File: config.mk
export PLATFORM = sky130hd
export DESIGN_NAME = peak_preserving_column_decimator_core
export DESIGN_NICKNAME = d
export VERILOG_FILES = /design/src/design/ppcd_pkg.sv /design/src/design/ppcd_column.sv /design/src/design/ppcd_lane.sv /design/src/design/ppcd_merge.sv /design/src/design/peak_preserving_column_decimator_core.sv
export SDC_FILE = /design/constraint.sdc
export NUM_CORES = 2
export LEC_CHECK = 0
export ABC_AREA = 1
export BUFFER_PORTS_ARGS = -buffer_cell sky130_fd_sc_hd__buf_4
export CORE_UTILIZATION = 49
export DETAILED_ROUTE_END_ITERATION = 10
export PLACE_DENSITY = 0.66
export SLEW_MARGIN = 20
export SYNTH_ARGS = -nofsm -noshare
export SYNTH_HDL_FRONTEND = slang
export SYNTH_SLANG_ARGS = --single-unit
File: constraint.sdc
create_clock -name clk -period 17.7 [get_ports clk]
set_input_delay 0.885 -clock clk [delete_from_list [all_inputs] [get_ports clk]]
set_output_delay 0.885 -clock clk [all_outputs]
set_load 0.03 [all_outputs]
File: src/design/ppcd_pkg.sv
// Shared types and constants for the peak-preserving column decimator.
// Used by every module of the block; no dependencies of its own.
package ppcd_pkg;

  localparam int SAMPLE_BITS    = 16;
  localparam int IO_LANES       = 4;
  localparam int DEF_LANES      = 4;
  localparam int DEF_COUNT_BITS = 16;

  localparam logic [15:0] STEP_RESET  = 16'd32768;
  localparam logic [15:0] SWEEP_RESET = 16'd5000;
  localparam logic [2:0]  LANES_RESET = 3'd4;

  localparam logic signed [SAMPLE_BITS-1:0] RANGE_HIGH_RESET = -16'sd9999;
  localparam logic signed [SAMPLE_BITS-1:0] RANGE_LOW_RESET  = 16'sd9999;

  typedef logic signed [SAMPLE_BITS-1:0] smp_t;

  typedef enum logic [1:0] {
    CFG_COLUMN_STEP  = 2'd0,
    CFG_SWEEP_LENGTH = 2'd1,
    CFG_ACTIVE_LANES = 2'd2
  } cfg_reg_t;

  typedef struct packed {
    logic start;
    logic step;
    logic adv;
  } lane_ctl_t;

  typedef struct packed {
    logic [15:0]               column;
    smp_t [IO_LANES-1:0]       pick;
    smp_t [IO_LANES-1:0]       center;
  } result_t;

endpackage

File: src/design/ppcd_column.sv
// Column position tracker: sample counter, fixed-point column position and
// advance detection. Depends on ppcd_pkg.
module ppcd_column import ppcd_pkg::*; #(
  parameter int COUNT_BITS = DEF_COUNT_BITS
) (
  input  logic        clk,
  input  logic        rst,
  input  logic        accept,
  input  logic        start_req,
  input  logic        step_write,
  input  logic [15:0] column_step,
  input  logic [15:0] sweep_length,
  output lane_ctl_t   ctl,
  output logic        emit,
  output logic [15:0] column,
  output logic        busy
);

  localparam int POS_BITS = (COUNT_BITS + 16 > 32) ? COUNT_BITS + 16 : 32;
  localparam int CMP_BITS = (COUNT_BITS > 16) ? COUNT_BITS : 16;

  logic [COUNT_BITS-1:0] count;
  logic [POS_BITS-1:0]   pos;
  logic [15:0]           last_column;
  logic                  dirty;

  logic [POS_BITS-1:0]   prod;
  logic [15:0]           col;
  logic                  in_range;
  logic                  adv;
  logic                  saturated;

  assign prod      = POS_BITS'(count) * POS_BITS'(column_step);
  assign col       = pos[31:16];
  assign in_range  = CMP_BITS'(count) < CMP_BITS'(sweep_length);
  assign adv       = !start_req && in_range && (col > last_column);
  assign saturated = (count == {COUNT_BITS{1'b1}});

  assign ctl.start = accept && start_req;
  assign ctl.step  = accept && !start_req && in_range;
  assign ctl.adv   = adv;
  assign emit      = start_req || adv;
  assign column    = start_req ? 16'd0 : col;
  assign busy      = dirty;

  always_ff @(posedge clk) begin
    if (rst) begin
      count       <= '0;
      pos         <= '0;
      last_column <= '0;
      dirty       <= 1'b0;
    end else begin
      dirty <= step_write;
      if (dirty) begin
        pos <= prod;
      end else if (ctl.start) begin
        count       <= COUNT_BITS'(1);
        pos         <= POS_BITS'(column_step);
        last_column <= '0;
      end else if (ctl.step) begin
        if (!saturated) begin
          count <= count + COUNT_BITS'(1);
          pos   <= pos + POS_BITS'(column_step);
        end
        if (adv) begin
          last_column <= col;
        end
      end
    end
  end

endmodule

File: src/design/ppcd_lane.sv
// One signal lane: column high/low, last pick and emitted range, with the
// farther-extreme pick and range midpoint. Depends on ppcd_pkg.
module ppcd_lane import ppcd_pkg::*; (
  input  logic      clk,
  input  logic      rst,
  input  lane_ctl_t ctl,
  input  logic      enable,
  input  smp_t      sample,
  output smp_t      pick,
  output smp_t      center
);

  smp_t col_high;
  smp_t col_low;
  smp_t last_pick;
  smp_t range_high;
  smp_t range_low;

  smp_t                    high_w;
  smp_t                    low_w;
  logic signed [16:0]      up;
  logic signed [16:0]      dn;
  smp_t                    p;
  smp_t                    range_high_next;
  smp_t                    range_low_next;
  logic signed [16:0]      sum;
  logic signed [16:0]      half;

  always_comb begin
    high_w = col_high;
    low_w  = col_low;
    priority if (sample > col_high) begin
      high_w = sample;
    end else if (sample < col_low) begin
      low_w = sample;
    end
    up = 17'(high_w) - 17'(last_pick);
    dn = 17'(last_pick) - 17'(low_w);
    p  = (up > dn) ? high_w : low_w;
    if (ctl.start) begin
      range_high_next = sample;
      range_low_next  = sample;
    end else begin
      range_high_next = (p > range_high) ? p : range_high;
      range_low_next  = (p < range_low) ? p : range_low;
    end
    sum  = 17'(range_high_next) + 17'(range_low_next);
    half = (sum + 17'(sum[16])) >>> 1;
  end

  assign pick   = !enable ? '0 : (ctl.start ? sample : p);
  assign center = enable ? half[15:0] : '0;

  always_ff @(posedge clk) begin
    if (rst) begin
      col_high   <= '0;
      col_low    <= '0;
      last_pick  <= '0;
      range_high <= RANGE_HIGH_RESET;
      range_low  <= RANGE_LOW_RESET;
    end else if (enable) begin
      if (ctl.start) begin
        col_high   <= sample;
        col_low    <= sample;
        last_pick  <= sample;
        range_high <= sample;
        range_low  <= sample;
      end else if (ctl.step) begin
        if (ctl.adv) begin
          col_high   <= p;
          col_low    <= p;
          last_pick  <= p;
          range_high <= range_high_next;
          range_low  <= range_low_next;
        end else begin
          col_high <= high_w;
          col_low  <= low_w;
        end
      end
    end
  end

endmodule

File: src/design/ppcd_merge.sv
// Merging stage: gathers the column and the lane picks into one result and
// holds it in a two-entry output buffer. Depends on ppcd_pkg.
module ppcd_merge import ppcd_pkg::*; (
  input  logic                clk,
  input  logic                rst,
  input  logic                push,
  input  logic [15:0]         column,
  input  smp_t [IO_LANES-1:0] pick,
  input  smp_t [IO_LANES-1:0] center,
  output logic                full,
  output logic                result_valid,
  input  logic                result_stall,
  output result_t             result
);

  result_t main_q;
  result_t skid_q;
  result_t incoming;
  logic    main_v;
  logic    skid_v;
  logic    take;

  assign incoming.column = column;
  assign incoming.pick   = pick;
  assign incoming.center = center;

  assign take         = main_v && !result_stall;
  assign full         = skid_v;
  assign result_valid = main_v;
  assign result       = main_q;

  always_ff @(posedge clk) begin
    if (rst) begin
      main_v <= 1'b0;
      skid_v <= 1'b0;
    end else if (take || !main_v) begin
      if (skid_v) begin
        main_v <= 1'b1;
        skid_v <= 1'b0;
      end else begin
        main_v <= push;
      end
    end else if (push) begin
      skid_v <= 1'b1;
    end
  end

  always_ff @(posedge clk) begin
    if (take || !main_v) begin
      if (skid_v) begin
        main_q <= skid_q;
      end else if (push) begin
        main_q <= incoming;
      end
    end else if (push) begin
      skid_q <= incoming;
    end
  end

endmodule

File: src/design/peak_preserving_column_decimator_core.sv
// Peak-preserving column decimator top level: configuration registers,
// column tracker, lanes and merging stage. Depends on ppcd_pkg.
//
// Takes one sample vector per clock cycle while sample_stall is low; each
// result is registered in the output buffer before it reaches the output.
// All lanes work in parallel, and the column position is kept by an
// accumulator that adds column_step once per request. A two-entry output
// buffer lets requests keep flowing while a result waits; sample_stall
// rises when both entries are held, and after a write to column_step, while
// the column position is recomputed with one multiply.
module peak_preserving_column_decimator_core import ppcd_pkg::*; #(
  parameter int LANES      = DEF_LANES,
  parameter int COUNT_BITS = DEF_COUNT_BITS
) (
  input  logic        clk,
  input  logic        rst,
  input  logic        cfg_write,
  input  logic [1:0]  cfg_index,
  input  logic [15:0] cfg_data,
  input  logic        sample_valid,
  output logic        sample_stall,
  input  logic        start_req,
  input  smp_t        sample_0,
  input  smp_t        sample_1,
  input  smp_t        sample_2,
  input  smp_t        sample_3,
  output logic        result_valid,
  input  logic        result_stall,
  output logic [15:0] column_index,
  output smp_t        pick_0,
  output smp_t        pick_1,
  output smp_t        pick_2,
  output smp_t        pick_3,
  output smp_t        center_0,
  output smp_t        center_1,
  output smp_t        center_2,
  output smp_t        center_3
);

  localparam int LANE_CNT = (LANES < IO_LANES) ? LANES : IO_LANES;

  logic [15:0] column_step;
  logic [15:0] sweep_length;
  logic [2:0]  active_lanes;
  logic        step_write;

  logic                accept;
  logic                busy;
  logic                full;
  logic                emit;
  logic [15:0]         column;
  lane_ctl_t           ctl;
  logic [2:0]          lanes_lo;
  logic [2:0]          lanes_in_use;
  smp_t [IO_LANES-1:0] samples;
  smp_t [IO_LANES-1:0] picks;
  smp_t [IO_LANES-1:0] centers;
  result_t             result;

  assign step_write = cfg_write && (cfg_index == CFG_COLUMN_STEP);

  always_ff @(posedge clk) begin
    if (rst) begin
      column_step  <= STEP_RESET;
      sweep_length <= SWEEP_RESET;
      active_lanes <= LANES_RESET;
    end else if (cfg_write) begin
      case (cfg_index)
        CFG_COLUMN_STEP:  column_step  <= cfg_data;
        CFG_SWEEP_LENGTH: sweep_length <= cfg_data;
        CFG_ACTIVE_LANES: active_lanes <= cfg_data[2:0];
        default: ;
      endcase
    end
  end

  assign lanes_lo     = (active_lanes == 3'd0) ? 3'd1 : active_lanes;
  assign lanes_in_use = (lanes_lo > 3'(LANE_CNT)) ? 3'(LANE_CNT) : lanes_lo;

  assign sample_stall = busy || full;
  assign accept       = sample_valid && !sample_stall;

  assign samples[0] = sample_0;
  assign samples[1] = sample_1;
  assign samples[2] = sample_2;
  assign samples[3] = sample_3;

  ppcd_column #(
    .COUNT_BITS(COUNT_BITS)
  ) u_column (
    .clk         (clk),
    .rst         (rst),
    .accept      (accept),
    .start_req   (start_req),
    .step_write  (step_write),
    .column_step (column_step),
    .sweep_length(sweep_length),
    .ctl         (ctl),
    .emit        (emit),
    .column      (column),
    .busy        (busy)
  );

  for (genvar i = 0; i < IO_LANES; i++) begin : g_lane
    if (i < LANE_CNT) begin : g_used
      ppcd_lane u_lane (
        .clk   (clk),
        .rst   (rst),
        .ctl   (ctl),
        .enable(3'(i) < lanes_in_use),
        .sample(samples[i]),
        .pick  (picks[i]),
        .center(centers[i])
      );
    end else begin : g_unused
      assign picks[i]   = '0;
      assign centers[i] = '0;
    end
  end

  ppcd_merge u_merge (
    .clk         (clk),
    .rst         (rst),
    .push        (accept && emit && (ctl.start || ctl.step)),
    .column      (column),
    .pick        (picks),
    .center      (centers),
    .full        (full),
    .result_valid(result_valid),
    .result_stall(result_stall),
    .result      (result)
  );

  assign column_index = result.column;
  assign pick_0       = result.pick[0];
  assign pick_1       = result.pick[1];
  assign pick_2       = result.pick[2];
  assign pick_3       = result.pick[3];
  assign center_0     = result.center[0];
  assign center_1     = result.center[1];
  assign center_2     = result.center[2];
  assign center_3     = result.center[3];

endmodule

==> results.py <==
metrics = {
    "timing": {
        "max_freq_mhz": 76.2,
        "fin_crit_sh": 0.742,
        "grt_setup_unrepaired": "no",
        "finalSetupTns_ps": 0,
        "clock_skew_ps": 23.8,
        "final-hold-violation-count": 0,
        "fin_crit_ps": 13130,
        "setup_violations": 0,
        "slew_headroom": 0.256,
        "drv_slew": 0,
        "tightest_slew_ps": 1120,
    },
    "min_path": {
        "min_path_type": "in2reg",
        "min_path_cells": 3,
    },
    "cts": {
        "clk_pin_slew_ps": 60,
        "holdBufCountCts": 0,
        "cts_htree_levels": 3,
        "clk_latency_ps": 680,
        "cts_tree": "done",
        "cts_num_sinks": 710,
        "postCtsSetupBuffers": 0,
        "post_cts_resized": 0,
        "cts_buffers": 84,
        "cts_buffer_depth": 3,
        "clockRootBuffer": "clkbuf_16",
    },
    "job": {
        "drv_cap": 0,
    },
    "worst_setup_path": {
        "cp_slowest_cell": "o21ai_1",
        "crit_path_end_kind": "register",
        "path_buf_inv": 6,
        "path_delay_family": "simple AND/OR/NAND/NOR gates",
        "critPathMaxFanout": 33,
        "cpMostUsedCell": "nand2_1",
        "arrival_ps": 13670,
        "critPathRequiredTime_ps": 18240,
        "path_depth": 73,
        "slowest_delay_ps": 780,
        "critPathKind": "reg2reg",
        "worstRegToRegCells": 73,
        "crit_path_start_kind": "register",
        "r2r_slack_ps": 4570,
    },
    "placed_design": {
        "dp_hpwl_mm": 139,
        "gp_congestion": 0.963,
        "io_buffers": 233,
    },
    "cells_and_area": {
        "synthToLayoutAreaGrowth_pct": 9.43,
        "drive_gt1_frac": 0.0672,
        "multi_input_comb_area_sq_um": 37600,
        "final_nets": 9589,
        "fillers": 12100,
        "diodes": 0,
        "regArea_sq_um": 17100,
    },
    "synthesis": {
        "synth_top_cell_by_area": "edfxtp_1",
        "ys_ff_latch": 710,
        "yosys_warnings": 0,
        "synth_top_cell_area_share": 0.141,
        "synth_area_sq_um": 61300,
        "synth_commonest_cells": "nand2_1 (2172), inv_1 (1374), a21oi_1 (855)",
        "yosysSeqAreaShare": 0.279,
        "synth_nets": 9566,
        "synth_most_common_cell": "nand2_1",
        "synth-edff-count": 288,
        "synthCells": 8631,
        "post_synth.cell_area_avg_sq_um": 7.11,
        "synth_area_leaders": "edfxtp_1 (14%), dfxtp_1 (14%), nand2_1 (13%)",
        "synthArstFlopShare": 0,
        "synth_flop_cell": "dfxtp_1",
        "ys_types": 65,
    },
    "routing": {
        "drtIter0Drc": 4582,
        "ant_nets": 0,
        "vias_per_cell": 5.48,
        "drc_errors": 20,
        "drt_pass1_iterations": 11,
        "totalWireLength_mm": 187,
        "wire_per_inst_um": 18.0,
        "vias": 56800,
    },
    "floorplan": {
        "floorplan.initialDensity": 0.495,
        "io_pins": 234,
        "fp.dieArea_sq_um": 127000,
        "coreArea_sq_um": 124000,
        "rows": 129,
        "die_x_um": 356,
        "die_h_um": 356,
    },
    "status": {
        "violations": "design-rule violations",
        "status": "finished with violations",
    },
    "global_route": {
        "grt_overflow": 0,
        "grt_pass1_wl_mm": 294,
        "grt_antenna_before_repair": 1,
        "grt_use_total": 0.290,
        "grt_max_degree": 178,
        "grt_pass1_vias": 54200,
    },
}
## sequential cells by signal (all words and copies together), names as in the netlist, 3 cells and up
register	cells
u_merge.result	144
active_lanes	3
u_column.last_column	16
column_step	16
sweep_length	16
g_lane.g_used.u_lane.range_low	64
g_lane.g_used.u_lane.range_high	64
g_lane.g_used.u_lane.last_pick	64
u_merge.skid_q	144
g_lane.g_used.u_lane.col_low	64
u_column.count	16
u_column.pos	32
g_lane.g_used.u_lane.col_high	64
## cell type report
class,count,area share
flip-flops and latches,710,0.255
clock buffers,102,0.0337
well taps,1637,0.0305
repair buffers,294,0.0333
multi-input cells,6170,0.560
clock inverters,52,0.00951
inverters,1394,0.0781
## metrics by stage
| step | setup slack, ps | utilization | cell area (sq um) | hold slack, ps | cells |
|---|---|---|---|---|---|
| finish | 4570 | 0.542 | 67100 | 454 | 10400 |
| global placement | 4130 | 0.518 | 64200 | 449 | 10200 |
| detailed placement | 3800 | 0.518 | 64200 | 453 | 10200 |
| global route | 3260 | 0.542 | 67100 | 450 | 10400 |
| floorplan | 6530 | - | 61300 | 424 | 8631 |
| CTS | 4340 | 0.542 | 67100 | 425 | 10400 |
## logic make-up (layout without fill, tap and decap cells)
kind of cell | Yosys count | count (layout) | synth area share
xor+xnor | 206 | 206 | 0.0295
compound gates | 1891 | 1891 | 0.168
flops | 710 | 710 | 0.279
simple gates | 3226 | 3226 | 0.217
fa+ha+maj | 847 | 847 | 0.198
buf+inv | 1751 | 1842 | 0.109
## worst min-delay path, stage by stage
cell,delay [ps]
buf_4,90
nand2_1,40
o211ai_1,60
## worst paths after layout
kind                                             start                       to
setup / recovery  g_lane[1].g_used.u_lane.col_high[15]       u_merge.result[31]
hold / removal                             cfg_data[7]          sweep_length[7]
setup reg to reg  g_lane[1].g_used.u_lane.col_high[15]       u_merge.result[31]
hold reg to reg                u_column.last_column[3]  u_column.last_column[3]
## layer usage
| metal | global-route usage | part of all wire | up-vias |
|---|---|---|---|
| met4 | 0.109 | 0.039 | 0 |
| met2 | 0.489 | 0.47 | 1775 |
| li1 | - | - | 28100 |
| met1 | 0.379 | 0.43 | 26600 |
| met5 | 0 | 0 | - |
| met3 | 0.0367 | 0.060 | 366 |
## layout by cell type, fill, tap and decap left out, types with 91 or more instances in the layout
master,count
nand2_1,2171
inv_1,1371
a21oi_1,854
o21ai_0,652
ha_1,644
dfxtp_1,421
nor2_1,409
nand3_1,369
buf_4,291
edfxtp_1,288
fa_1,203
xor2_1,146
o21ai_1,91
Power is left out: the tool's default activity adds up to more than one toggle a clock period on the data nets, which glitch-free logic cannot reach.
